### config.mk
export PLATFORM = sky130hd
export DESIGN_NAME = mctp_tx_packetizer_unit
export DESIGN_NICKNAME = d
export VERILOG_FILES = /design/src/design/mctp_tx_pkg.sv /design/src/design/mctp_tx_packetizer_unit.sv /design/src/design/mctp_tx_front.sv /design/src/design/mctp_tx_jobq.sv /design/src/design/mctp_tx_back.sv
export SDC_FILE = /design/constraint.sdc
export NUM_CORES = 1
export LEC_CHECK = 0
export ABC_CLOCK_PERIOD_IN_PS = 4700
export BUFFER_PORTS_ARGS = -buffer_cell sky130_fd_sc_hd__clkbuf_2
export CAP_MARGIN = 20
export CORE_UTILIZATION = 45
export CTS_CLUSTER_DIAMETER = 40
export DETAILED_ROUTE_END_ITERATION = 7
export REMOVE_ABC_BUFFERS = 1
export SETUP_SLACK_MARGIN = 0.05
export SYNTH_ARGS = -nofsm -noshare
export SYNTH_HDL_FRONTEND = slang
export SYNTH_SLANG_ARGS = --single-unit
### constraint.sdc
create_clock -name clk -period 4.7 [get_ports clk]
set_clock_uncertainty 0.15 [all_clocks]
set_input_delay 0 -clock clk [delete_from_list [all_inputs] [get_ports clk]]
set_output_delay 0 -clock clk [all_outputs]
set_load 0.005 [all_outputs]
### src/design/mctp_tx_pkg.sv
// Shared types and constants of the MCTP transmit packetizer.
`timescale 1ns / 1ps

package mctp_tx_pkg;

  localparam int HEADER_BYTES = 4;
  localparam int JOBQ_DEPTH_DEFAULT = 4;

  localparam logic [7:0] HDR_VERSION = 8'h01;
  localparam logic [2:0] TAG_LIMIT = 3'h7;

  localparam logic [7:0] LOCAL_EP_RESET = 8'd8;
  localparam logic [7:0] MAX_PAYLOAD_RESET = 8'd64;

  localparam logic REG_LOCAL_EP = 1'b0;
  localparam logic REG_MAX_PAYLOAD = 1'b1;

  typedef struct packed {
    logic [7:0]  data_byte;
    logic        first_byte;
    logic [15:0] message_length;
    logic [7:0]  dest_endpoint;
    logic        owner_flag;
    logic        bridge_mode;
  } in_item_t;

  typedef struct packed {
    logic [7:0] out_byte;
    logic       packet_end;
    logic       run_last;
  } out_item_t;

  // One classified input byte, ready for the back end to send.
  typedef struct packed {
    logic [7:0] data;
    logic       hdr;
    logic [7:0] dest;
    logic [7:0] flags;
    logic       pend;
  } job_t;

endpackage

### src/design/mctp_tx_packetizer_unit.sv
// Top level of the MCTP transmit packetizer.
`timescale 1ns / 1ps

// Message bytes come in one word per cycle through push/full. The front end
// tracks the open message (bytes left, packet fill, sequence, SOM, tag) and
// classifies each byte into a job: a payload byte, optionally preceded by a
// four-byte transport header when it opens a packet. Jobs wait in a short
// queue (JOBQ_DEPTH entries); the back end expands each job into output words
// and holds the oldest one in a registered result stage read through
// empty/pop. Output runs at one word per cycle while the receiver pops: a
// byte that opens a packet expands into five output words, every other byte
// into one, so the input side stalls (full) only when header insertion or a
// held-off receiver has filled the queue. The first word caused by a byte
// passes the queue slot and then the result register before it shows up at
// the result port. Bridged messages skip the header and pass through byte for
// byte; bytes with no message open, and zero-length starts, produce no word.
// Write the configuration registers only while the block is idle; the
// header's source endpoint is taken live from the register.

module mctp_tx_packetizer_unit
  import mctp_tx_pkg::*;
#(
  parameter int JOBQ_DEPTH = JOBQ_DEPTH_DEFAULT
) (
  input  logic       clk,
  input  logic       rst,
  input  logic       push,
  output logic       full,
  input  in_item_t   item,
  output logic       empty,
  input  logic       pop,
  output out_item_t  result,
  input  logic       wr_en,
  input  logic       wr_index,
  input  logic [7:0] wr_data
);

  logic [7:0] local_endpoint;
  logic [7:0] max_payload;

  logic accept;
  logic jq_push;
  job_t jq_in;
  logic jq_pop;
  logic jq_valid;
  job_t jq_head;
  logic out_valid;

  // Configuration registers.
  always_ff @(posedge clk) begin
    if (rst) begin
      local_endpoint <= LOCAL_EP_RESET;
      max_payload    <= MAX_PAYLOAD_RESET;
    end else if (wr_en) begin
      case (wr_index)
        REG_LOCAL_EP:    local_endpoint <= wr_data;
        REG_MAX_PAYLOAD: max_payload    <= wr_data;
        default:         ;
      endcase
    end
  end

  // Take a word whenever the job queue has room.
  assign accept = push && !full;
  assign empty  = !out_valid;

  mctp_tx_front u_front (
    .clk         (clk),
    .rst         (rst),
    .accept      (accept),
    .item        (item),
    .max_payload (max_payload),
    .push_en     (jq_push),
    .job         (jq_in)
  );

  mctp_tx_jobq #(
    .DEPTH (JOBQ_DEPTH)
  ) u_jobq (
    .clk      (clk),
    .rst      (rst),
    .push_en  (jq_push),
    .push_job (jq_in),
    .pop_en   (jq_pop),
    .full     (full),
    .valid    (jq_valid),
    .head     (jq_head)
  );

  mctp_tx_back u_back (
    .clk            (clk),
    .rst            (rst),
    .job_valid      (jq_valid),
    .job            (jq_head),
    .job_pop        (jq_pop),
    .local_endpoint (local_endpoint),
    .pop            (pop),
    .out_valid      (out_valid),
    .result         (result)
  );

endmodule

### src/design/mctp_tx_front.sv
// Front end: message/packet state tracking and classification of each input byte.
`timescale 1ns / 1ps

module mctp_tx_front
  import mctp_tx_pkg::*;
(
  input  logic       clk,
  input  logic       rst,
  input  logic       accept,
  input  in_item_t   item,
  input  logic [7:0] max_payload,
  output logic       push_en,
  output job_t       job
);

  logic [15:0] bytes_remaining, bytes_remaining_next;
  logic [7:0]  packet_fill, packet_fill_next;
  logic [1:0]  packet_seq, packet_seq_next;
  logic        first_packet, first_packet_next;
  logic [2:0]  message_tag, message_tag_next;
  logic [7:0]  held_dest, held_dest_next;
  logic        held_owner, held_owner_next;
  logic        held_bridge, held_bridge_next;

  always_comb begin
    logic [7:0]  limit;
    logic [15:0] br_eff;
    logic [7:0]  fill_eff;
    logic [1:0]  seq_eff;
    logic        fp_eff;
    logic        eom;
    logic        last_of_msg;
    logic [3:0]  tag_inc;

    bytes_remaining_next = bytes_remaining;
    packet_fill_next     = packet_fill;
    packet_seq_next      = packet_seq;
    first_packet_next    = first_packet;
    message_tag_next     = message_tag;
    held_dest_next       = held_dest;
    held_owner_next      = held_owner;
    held_bridge_next     = held_bridge;
    push_en              = 1'b0;
    job                  = '0;

    limit       = (max_payload == 8'd0) ? 8'd1 : max_payload;
    br_eff      = item.first_byte ? item.message_length : bytes_remaining;
    fill_eff    = item.first_byte ? 8'd0 : packet_fill;
    seq_eff     = item.first_byte ? 2'd0 : packet_seq;
    fp_eff      = item.first_byte ? 1'b1 : first_packet;
    last_of_msg = (br_eff == 16'd1);
    eom         = (br_eff <= {8'd0, limit});
    tag_inc     = {1'b0, message_tag} + 4'd1;

    if (accept) begin
      if (item.first_byte && item.message_length == 16'd0) begin
        // zero-length start: close whatever was open, send nothing
        bytes_remaining_next = 16'd0;
      end else begin
        if (item.first_byte) begin
          held_dest_next   = item.dest_endpoint;
          held_owner_next  = item.owner_flag;
          held_bridge_next = item.bridge_mode;
        end
        packet_fill_next  = fill_eff;
        packet_seq_next   = seq_eff;
        first_packet_next = fp_eff;
        if (br_eff != 16'd0) begin
          push_en              = 1'b1;
          bytes_remaining_next = br_eff - 16'd1;
          job.data             = item.data_byte;
          if (held_bridge_next) begin
            job.pend = last_of_msg;
          end else begin
            job.hdr   = (fill_eff == 8'd0);
            job.dest  = held_dest_next;
            job.flags = {fp_eff, eom, seq_eff, held_owner_next, message_tag};
            job.pend  = last_of_msg || ({1'b0, fill_eff} + 9'd1 >= {1'b0, limit});
            if (job.pend) begin
              packet_fill_next  = 8'd0;
              packet_seq_next   = seq_eff + 2'd1;
              first_packet_next = 1'b0;
            end else begin
              packet_fill_next = fill_eff + 8'd1;
            end
            if (last_of_msg) begin
              message_tag_next = (tag_inc[2:0] >= TAG_LIMIT || tag_inc[3]) ? 3'd0 :
                                 tag_inc[2:0];
            end
          end
        end
      end
    end
  end

  always_ff @(posedge clk) begin
    if (rst) begin
      bytes_remaining <= 16'd0;
      packet_fill     <= 8'd0;
      packet_seq      <= 2'd0;
      first_packet    <= 1'b1;
      message_tag     <= 3'd0;
      held_dest       <= 8'd0;
      held_owner      <= 1'b0;
      held_bridge     <= 1'b0;
    end else begin
      bytes_remaining <= bytes_remaining_next;
      packet_fill     <= packet_fill_next;
      packet_seq      <= packet_seq_next;
      first_packet    <= first_packet_next;
      message_tag     <= message_tag_next;
      held_dest       <= held_dest_next;
      held_owner      <= held_owner_next;
      held_bridge     <= held_bridge_next;
    end
  end

endmodule

### src/design/mctp_tx_jobq.sv
// Short job queue between the front end and the back end.
`timescale 1ns / 1ps

module mctp_tx_jobq
  import mctp_tx_pkg::*;
#(
  parameter int DEPTH = JOBQ_DEPTH_DEFAULT
) (
  input  logic clk,
  input  logic rst,
  input  logic push_en,
  input  job_t push_job,
  input  logic pop_en,
  output logic full,
  output logic valid,
  output job_t head
);

  localparam int PW = (DEPTH > 1) ? $clog2(DEPTH) : 1;
  localparam int CW = $clog2(DEPTH + 1);

  job_t          slots [DEPTH];
  logic [PW-1:0] wr_ptr;
  logic [PW-1:0] rd_ptr;
  logic [CW-1:0] count;

  function automatic logic [PW-1:0] ptr_inc(input logic [PW-1:0] p);
    ptr_inc = (p == PW'(DEPTH - 1)) ? '0 : p + PW'(1);
  endfunction

  assign full  = (count == CW'(DEPTH));
  assign valid = (count != '0);
  assign head  = slots[rd_ptr];

  always_ff @(posedge clk) begin
    if (push_en) begin
      slots[wr_ptr] <= push_job;
    end
  end

  always_ff @(posedge clk) begin
    if (rst) begin
      wr_ptr <= '0;
      rd_ptr <= '0;
      count  <= '0;
    end else begin
      if (push_en) begin
        wr_ptr <= ptr_inc(wr_ptr);
      end
      if (pop_en) begin
        rd_ptr <= ptr_inc(rd_ptr);
      end
      if (push_en && !pop_en) begin
        count <= count + CW'(1);
      end else if (pop_en && !push_en) begin
        count <= count - CW'(1);
      end
    end
  end

endmodule

### src/design/mctp_tx_back.sv
// Back end: header expansion and the registered result word.
`timescale 1ns / 1ps

module mctp_tx_back
  import mctp_tx_pkg::*;
(
  input  logic       clk,
  input  logic       rst,
  input  logic       job_valid,
  input  job_t       job,
  output logic       job_pop,
  input  logic [7:0] local_endpoint,
  input  logic       pop,
  output logic       out_valid,
  output out_item_t  result
);

  localparam int PHW = $clog2(HEADER_BYTES + 1);

  logic [PHW-1:0] phase, phase_next;
  logic           advance;
  logic           emit;
  out_item_t      word_next;

  assign advance = !out_valid || pop;

  always_comb begin
    phase_next = phase;
    job_pop    = 1'b0;
    emit       = 1'b0;
    word_next  = '0;
    if (job_valid && advance) begin
      emit = 1'b1;
      if (job.hdr && phase != PHW'(HEADER_BYTES)) begin
        phase_next = phase + PHW'(1);
        case (phase)
          PHW'(0): word_next.out_byte = HDR_VERSION;
          PHW'(1): word_next.out_byte = job.dest;
          PHW'(2): word_next.out_byte = local_endpoint;
          default: word_next.out_byte = job.flags;
        endcase
      end else begin
        job_pop              = 1'b1;
        phase_next           = '0;
        word_next.out_byte   = job.data;
        word_next.packet_end = job.pend;
        word_next.run_last   = 1'b1;
      end
    end
  end

  always_ff @(posedge clk) begin
    if (rst) begin
      out_valid <= 1'b0;
      phase     <= '0;
    end else begin
      phase <= phase_next;
      if (advance) begin
        out_valid <= emit;
      end
    end
  end

  always_ff @(posedge clk) begin
    if (emit) begin
      result <= word_next;
    end
  end

  // Mid-header the job must stay at the queue head.
  a_phase_holds_job: assert property (@(posedge clk) disable iff (rst)
    phase != '0 |-> job_valid)
    else $error("header phase active with no job");

  // Header bytes never close a packet.
  a_hdr_no_end: assert property (@(posedge clk) disable iff (rst)
    out_valid && !result.run_last |-> !result.packet_end)
    else $error("packet end on a header byte");

  // A header sequence opens at phase zero and steps by one.
  a_hdr_step: assert property (@(posedge clk) disable iff (rst)
    emit && !job_pop |=> phase == $past(phase) + PHW'(1))
    else $error("header phase did not advance");

endmodule
==> impl_results.html <==
<table>
<tr><th>Metric</th><th>Value</th></tr>
<tr><th colspan="2">Outcome</th></tr>
<tr><td>Run status</td><td>complete, no violations</td></tr>
<tr><th colspan="2">Critical path</th></tr>
<tr><td>Ordered cell list for the critical path</td><td>nand4_1 &gt; nor3b_1 &gt; nand2_1 &gt; xor2_1 &gt; nor2_1 &gt; ha_1 &gt; a21o_1 &gt; a21oi_1 &gt; o31ai_1 &gt; a311oi_2 &gt; and3_1 &gt; a22o_1</td></tr>
<tr><td>Element type at the critical path end</td><td>flop</td></tr>
<tr><td>Critical-path maximum fanout</td><td>10</td></tr>
<tr><td>Crit path required time</td><td>4.93 ns</td></tr>
<tr><td>Kind of start point of the critical path</td><td>flop</td></tr>
<tr><td>WP buf/inv</td><td>0</td></tr>
<tr><td>Family with the most delay on the worst path</td><td>compound AO/OA/AOI/OAI gates</td></tr>
<tr><td>Type of the worst setup path</td><td>flop to flop</td></tr>
<tr><td>Peak per-stage delay on the critical path</td><td>0.62 ns</td></tr>
<tr><td>Slowest cell on the critical path</td><td>a311oi_2</td></tr>
<tr><td>Critical path data arrival time</td><td>3.70 ns</td></tr>
<tr><th colspan="2">Routing</th></tr>
<tr><td>Drt drc</td><td>0</td></tr>
<tr><td>Iter 0 DRT Violations</td><td>344</td></tr>
<tr><td>Pre-antenna DRT Iters</td><td>5</td></tr>
<tr><td>DR vias/cell</td><td>5.56</td></tr>
<tr><td>Overall via count from detail_route</td><td>6176</td></tr>
<tr><td>Routed Antenna Nets</td><td>0</td></tr>
<tr><td>Avg WL per Cell</td><td>18.2 µm</td></tr>
<tr><td>Wire length after detailed routing</td><td>20200 µm</td></tr>
<tr><th colspan="2">Timing</th></tr>
<tr><td>Sum Neg Setup Slack</td><td>0 ns</td></tr>
<tr><td>Max Fclk</td><td>0.287 GHz</td></tr>
<tr><td>Final cycle utilization of the critical path</td><td>0.740</td></tr>
<tr><td>Slew Limit Headroom</td><td>0.429</td></tr>
<tr><td>Final Hold Vio Count</td><td>0</td></tr>
<tr><td>Number of setup violations in the final report</td><td>0</td></tr>
<tr><td>Number of max-slew violations in the final report</td><td>0</td></tr>
<tr><td>Post-route minimum period</td><td>3.48 ns</td></tr>
<tr><td>Setup repair after global routing missed its margin</td><td>no</td></tr>
<tr><td>Transition time of the tightest slew-check pin</td><td>0.850 ns</td></tr>
<tr><th colspan="2">Floorplanning</th></tr>
<tr><td>Initial core utilization</td><td>0.463</td></tr>
<tr><td>Number of top-level pins</td><td>61</td></tr>
<tr><td>Chip Height</td><td>141 µm</td></tr>
<tr><td>Die Footprint</td><td>0.0199 mm²</td></tr>
<tr><td>Die Span X</td><td>141 µm</td></tr>
<tr><td>Core Footprint</td><td>0.0188 mm²</td></tr>
<tr><td>Count of standard-cell rows</td><td>50</td></tr>
<tr><th colspan="2">Flow run</th></tr>
<tr><td>Count of max-cap constraint violations</td><td>0</td></tr>
<tr><th colspan="2">Final layout</th></tr>
<tr><td>Commonest cells after routing, fill and taps aside</td><td>edfxtp_1 (114), nor2_1 (72), nand2_1 (68), dfxtp_1 (68), clkbuf_2 (60)</td></tr>
<tr><td>Post-synthesis to final-layout area growth</td><td>18.5%</td></tr>
<tr><td>Fraction of final layout cells sized beyond drive strength 1</td><td>0.172</td></tr>
<tr><td>Most common cell after layout, fill and taps aside</td><td>edfxtp_1</td></tr>
<tr><td>Final Net Count</td><td>919</td></tr>
<tr><td>Fillers</td><td>1599</td></tr>
<tr><td>ANT cells</td><td>0</td></tr>
<tr><td>Final cell utilization of the core</td><td>0.549</td></tr>
<tr><th colspan="2">CTS</th></tr>
<tr><td>Htree depth</td><td>4</td></tr>
<tr><td>Quantity of gates resized following cts</td><td>0</td></tr>
<tr><td>Sink Count</td><td>183</td></tr>
<tr><td>CTS tree</td><td>done</td></tr>
<tr><td>Clock transition time at the flip-flop clock pins of the worst setup and hold paths</td><td>0.07 ns</td></tr>
<tr><td>Buffer type at the clock tree root</td><td>clkbuf_16</td></tr>
<tr><td>Clk_lat worst skew</td><td>0.44 ns</td></tr>
<tr><td>Max Buffers Root-to-Sink</td><td>2</td></tr>
<tr><td>CTS Buf Count</td><td>17</td></tr>
<tr><th colspan="2">Synth</th></tr>
<tr><td>Post-Syn Area per Cell</td><td>11.8 µm²</td></tr>
<tr><td>Post-synthesis instance area</td><td>0.00872 mm²</td></tr>
<tr><td>Multiplexer share of the synthesized area</td><td>0.107</td></tr>
<tr><td>Dominant combinational cell family by area after synthesis</td><td>simple AND/OR/NAND/NOR gates</td></tr>
<tr><td>XOR/XNOR share of the synthesized area</td><td>0.0221</td></tr>
<tr><td>Adder-cell share of the synthesized area</td><td>0.0482</td></tr>
<tr><td>Fraction of registers with async set/reset</td><td>0</td></tr>
<tr><td>Proportion of synthesized chip area in sequential cells</td><td>0.551</td></tr>
<tr><td>Cell type contributing the most total cell area after synthesis</td><td>edfxtp_1</td></tr>
<tr><td>Number of distinct standard cells referenced by the synthesized netlist</td><td>63</td></tr>
<tr><td>Yosys warns</td><td>0</td></tr>
<tr><td>FF+latch count, synth</td><td>183</td></tr>
<tr><td>Largest cells by area after synthesis</td><td>edfxtp_1 (39%), dfxtp_1 (16%), mux4_2 (6.7%), ha_1 (4.6%), mux2i_1 (3.3%)</td></tr>
<tr><td>Synth Area in Compound Gates</td><td>0.107</td></tr>
<tr><td>Share of synthesized cell area in and, or, nand and nor gates</td><td>0.132</td></tr>
<tr><td>Fraction of post-synthesis cell area in the top cell type by area</td><td>0.393</td></tr>
<tr><td>Instance count of the mapped netlist</td><td>741</td></tr>
<tr><td>Post-synth EDFFs</td><td>114</td></tr>
<tr><td>Main synth FF type</td><td>edfxtp_1</td></tr>
<tr><th colspan="2">Power and ir drop</th></tr>
<tr><td>Total Power Consumption</td><td>0.00482 W</td></tr>
<tr><td>Peak VDD IR</td><td>0.000304 V</td></tr>
<tr><td>Leakage</td><td>3.90 nW</td></tr>
<tr><td>Total power per unit cell area</td><td>466 mW/mm²</td></tr>
<tr><th colspan="2">Placement</th></tr>
<tr><td># port buffers</td><td>60</td></tr>
<tr><td>Placer Congestion</td><td>0.832</td></tr>
<tr><td>Post-detailed-placement half-perimeter wirelength</td><td>13700 µm</td></tr>
<tr><th colspan="2">GRT</th></tr>
<tr><td>Number of global-route vias before repair</td><td>6296</td></tr>
<tr><td>Wire length of the first global-routing pass</td><td>32700 µm</td></tr>
<tr><td>Initial antenna violation count</td><td>0</td></tr>
<tr><td>Residual overflow from global routing</td><td>0</td></tr>
<tr><td>Overall track demand over capacity in global routing</td><td>0.215</td></tr>
<tr><td>Maximum number of pins on one net before global-route repair</td><td>34</td></tr>
<tr><th colspan="2">Min path</th></tr>
<tr><td>Path category of the worst min-delay check</td><td>input pin to flop</td></tr>
</table>
==> layer usage <==
| metal | wire length [µm] | GRT usage |
|---|---|---|
| met2 | 9980 | 0.372 |
| met4 | 289 | 0.0721 |
| met3 | 727 | 0.0329 |
| met5 | 0 | 0 |
| met1 | 9170 | 0.275 |
==> cells in the mapped netlist, types with 7 or more instances <==
cell type and n:
a21oi_1 48, a22oi_1 21, and3_1 18, buf_1 7, clkbuf_1 23, dfxtp_1 69, edfxtp_1 114, ha_1 32
inv_1 27, mux2i_1 29, mux4_2 26, nand2_1 68, nand3_1 18, nor2_1 72, nor3_1 15, nor3b_1 8
o21ai_0 26, xnor2_1 13, xor2_1 9
==> state kept, by name (all words and copies together) (netlist names), named ones only <==
name,count
u_back.result,10
u_jobq.wr_ptr,2
u_front.held_owner,1
max_payload,8
u_jobq.rd_ptr,2
u_front.packet_fill,8
u_jobq.count,3
u_front.held_dest,8
u_back.phase,3
u_jobq.slots,104
u_front.bytes_remaining,16
u_front.message_tag,3
u_front.packet_seq,2
u_front.first_packet,1
u_back.out_valid,1
u_front.held_bridge,1
local_endpoint,8
==> per-stage QoR <==
stage	setup slack, ns	instances	hold slack [ns]	area (µm²)
2_1_floorplan	1.12	702	-0.0809	8530
3_3_place_gp	1.05	1034	0.0882	9260
3_5_place_dp	0.866	1034	0.0900	9260
4_1_cts	1.27	1109	0.00192	10300
5_1_grt	0.912	1110	0.0442	10300
6_report	1.22	1110	0.00806	10300
==> cells by family after synthesis <==
kind of cell,count (synthesis)
XOR/XNOR,22
AND/OR/NAND/NOR,235
buffers and inverters,67
AO/OA/AOI/OAI,141
adder cells (fa/ha/maj),33
flip-flops,183
multiplexers,60
==> worst reg2reg max path, delay by kind of cell, from the launching register on <==
| family | cells | cell delay (ns) |
|---|---|---|
| AOI/OAI and AO/OA | 5 | 1.23 |
| and+or+nand+nor | 5 | 1.21 |
| DFF | 1 | 0.43 |
| adders and majority gates | 1 | 0.26 |
| xor gates and xnor gates | 1 | 0.15 |
==> where the power goes <==
| part | switching, W | internal, W | total, W |
|---|---|---|---|
| clock network | 0.000622 | 0.000894 | 0.00152 |
| registers | 0.0000960 | 0.00196 | 0.00206 |
| logic | 0.000696 | 0.000545 | 0.00124 |
| total | 0.00141 | 0.00340 | 0.00482 |
==> area by class of cell <==
| class | instances | area [µm²] | share of cell area |
|---|---|---|---|
| flip-flops and latches | 183 | 4810 | 0.465 |
| multi-input cells | 491 | 3620 | 0.351 |
| repair buffers | 116 | 846 | 0.0819 |
| clock buffers | 17 | 425 | 0.0412 |
| well taps | 260 | 325 | 0.0315 |
| clock inverters | 15 | 200 | 0.0194 |
| inverters | 28 | 105 | 0.0102 |
==> final timing paths <==
kind,cells past startpoint,slack [ns],startpoint,to
worst min register to register,2,0.31,max_payload[0],max_payload[0]
worst max register to register,12,1.22,u_front.packet_fill[0],u_front.packet_fill[5]
worst max-delay path,12,1.22,u_front.packet_fill[0],u_front.packet_fill[5]
worst min-delay path,5,0.008,item[12],u_front.bytes_remaining[2]
==> timing repair <==
item                       in CTS  in global routing
hold buffers                   43                  0
buffers inserted                0                  0
setup endpoints to repair       0                  0
hold endpoints to repair      102                  0
Power figures use the tool's default switching activity.
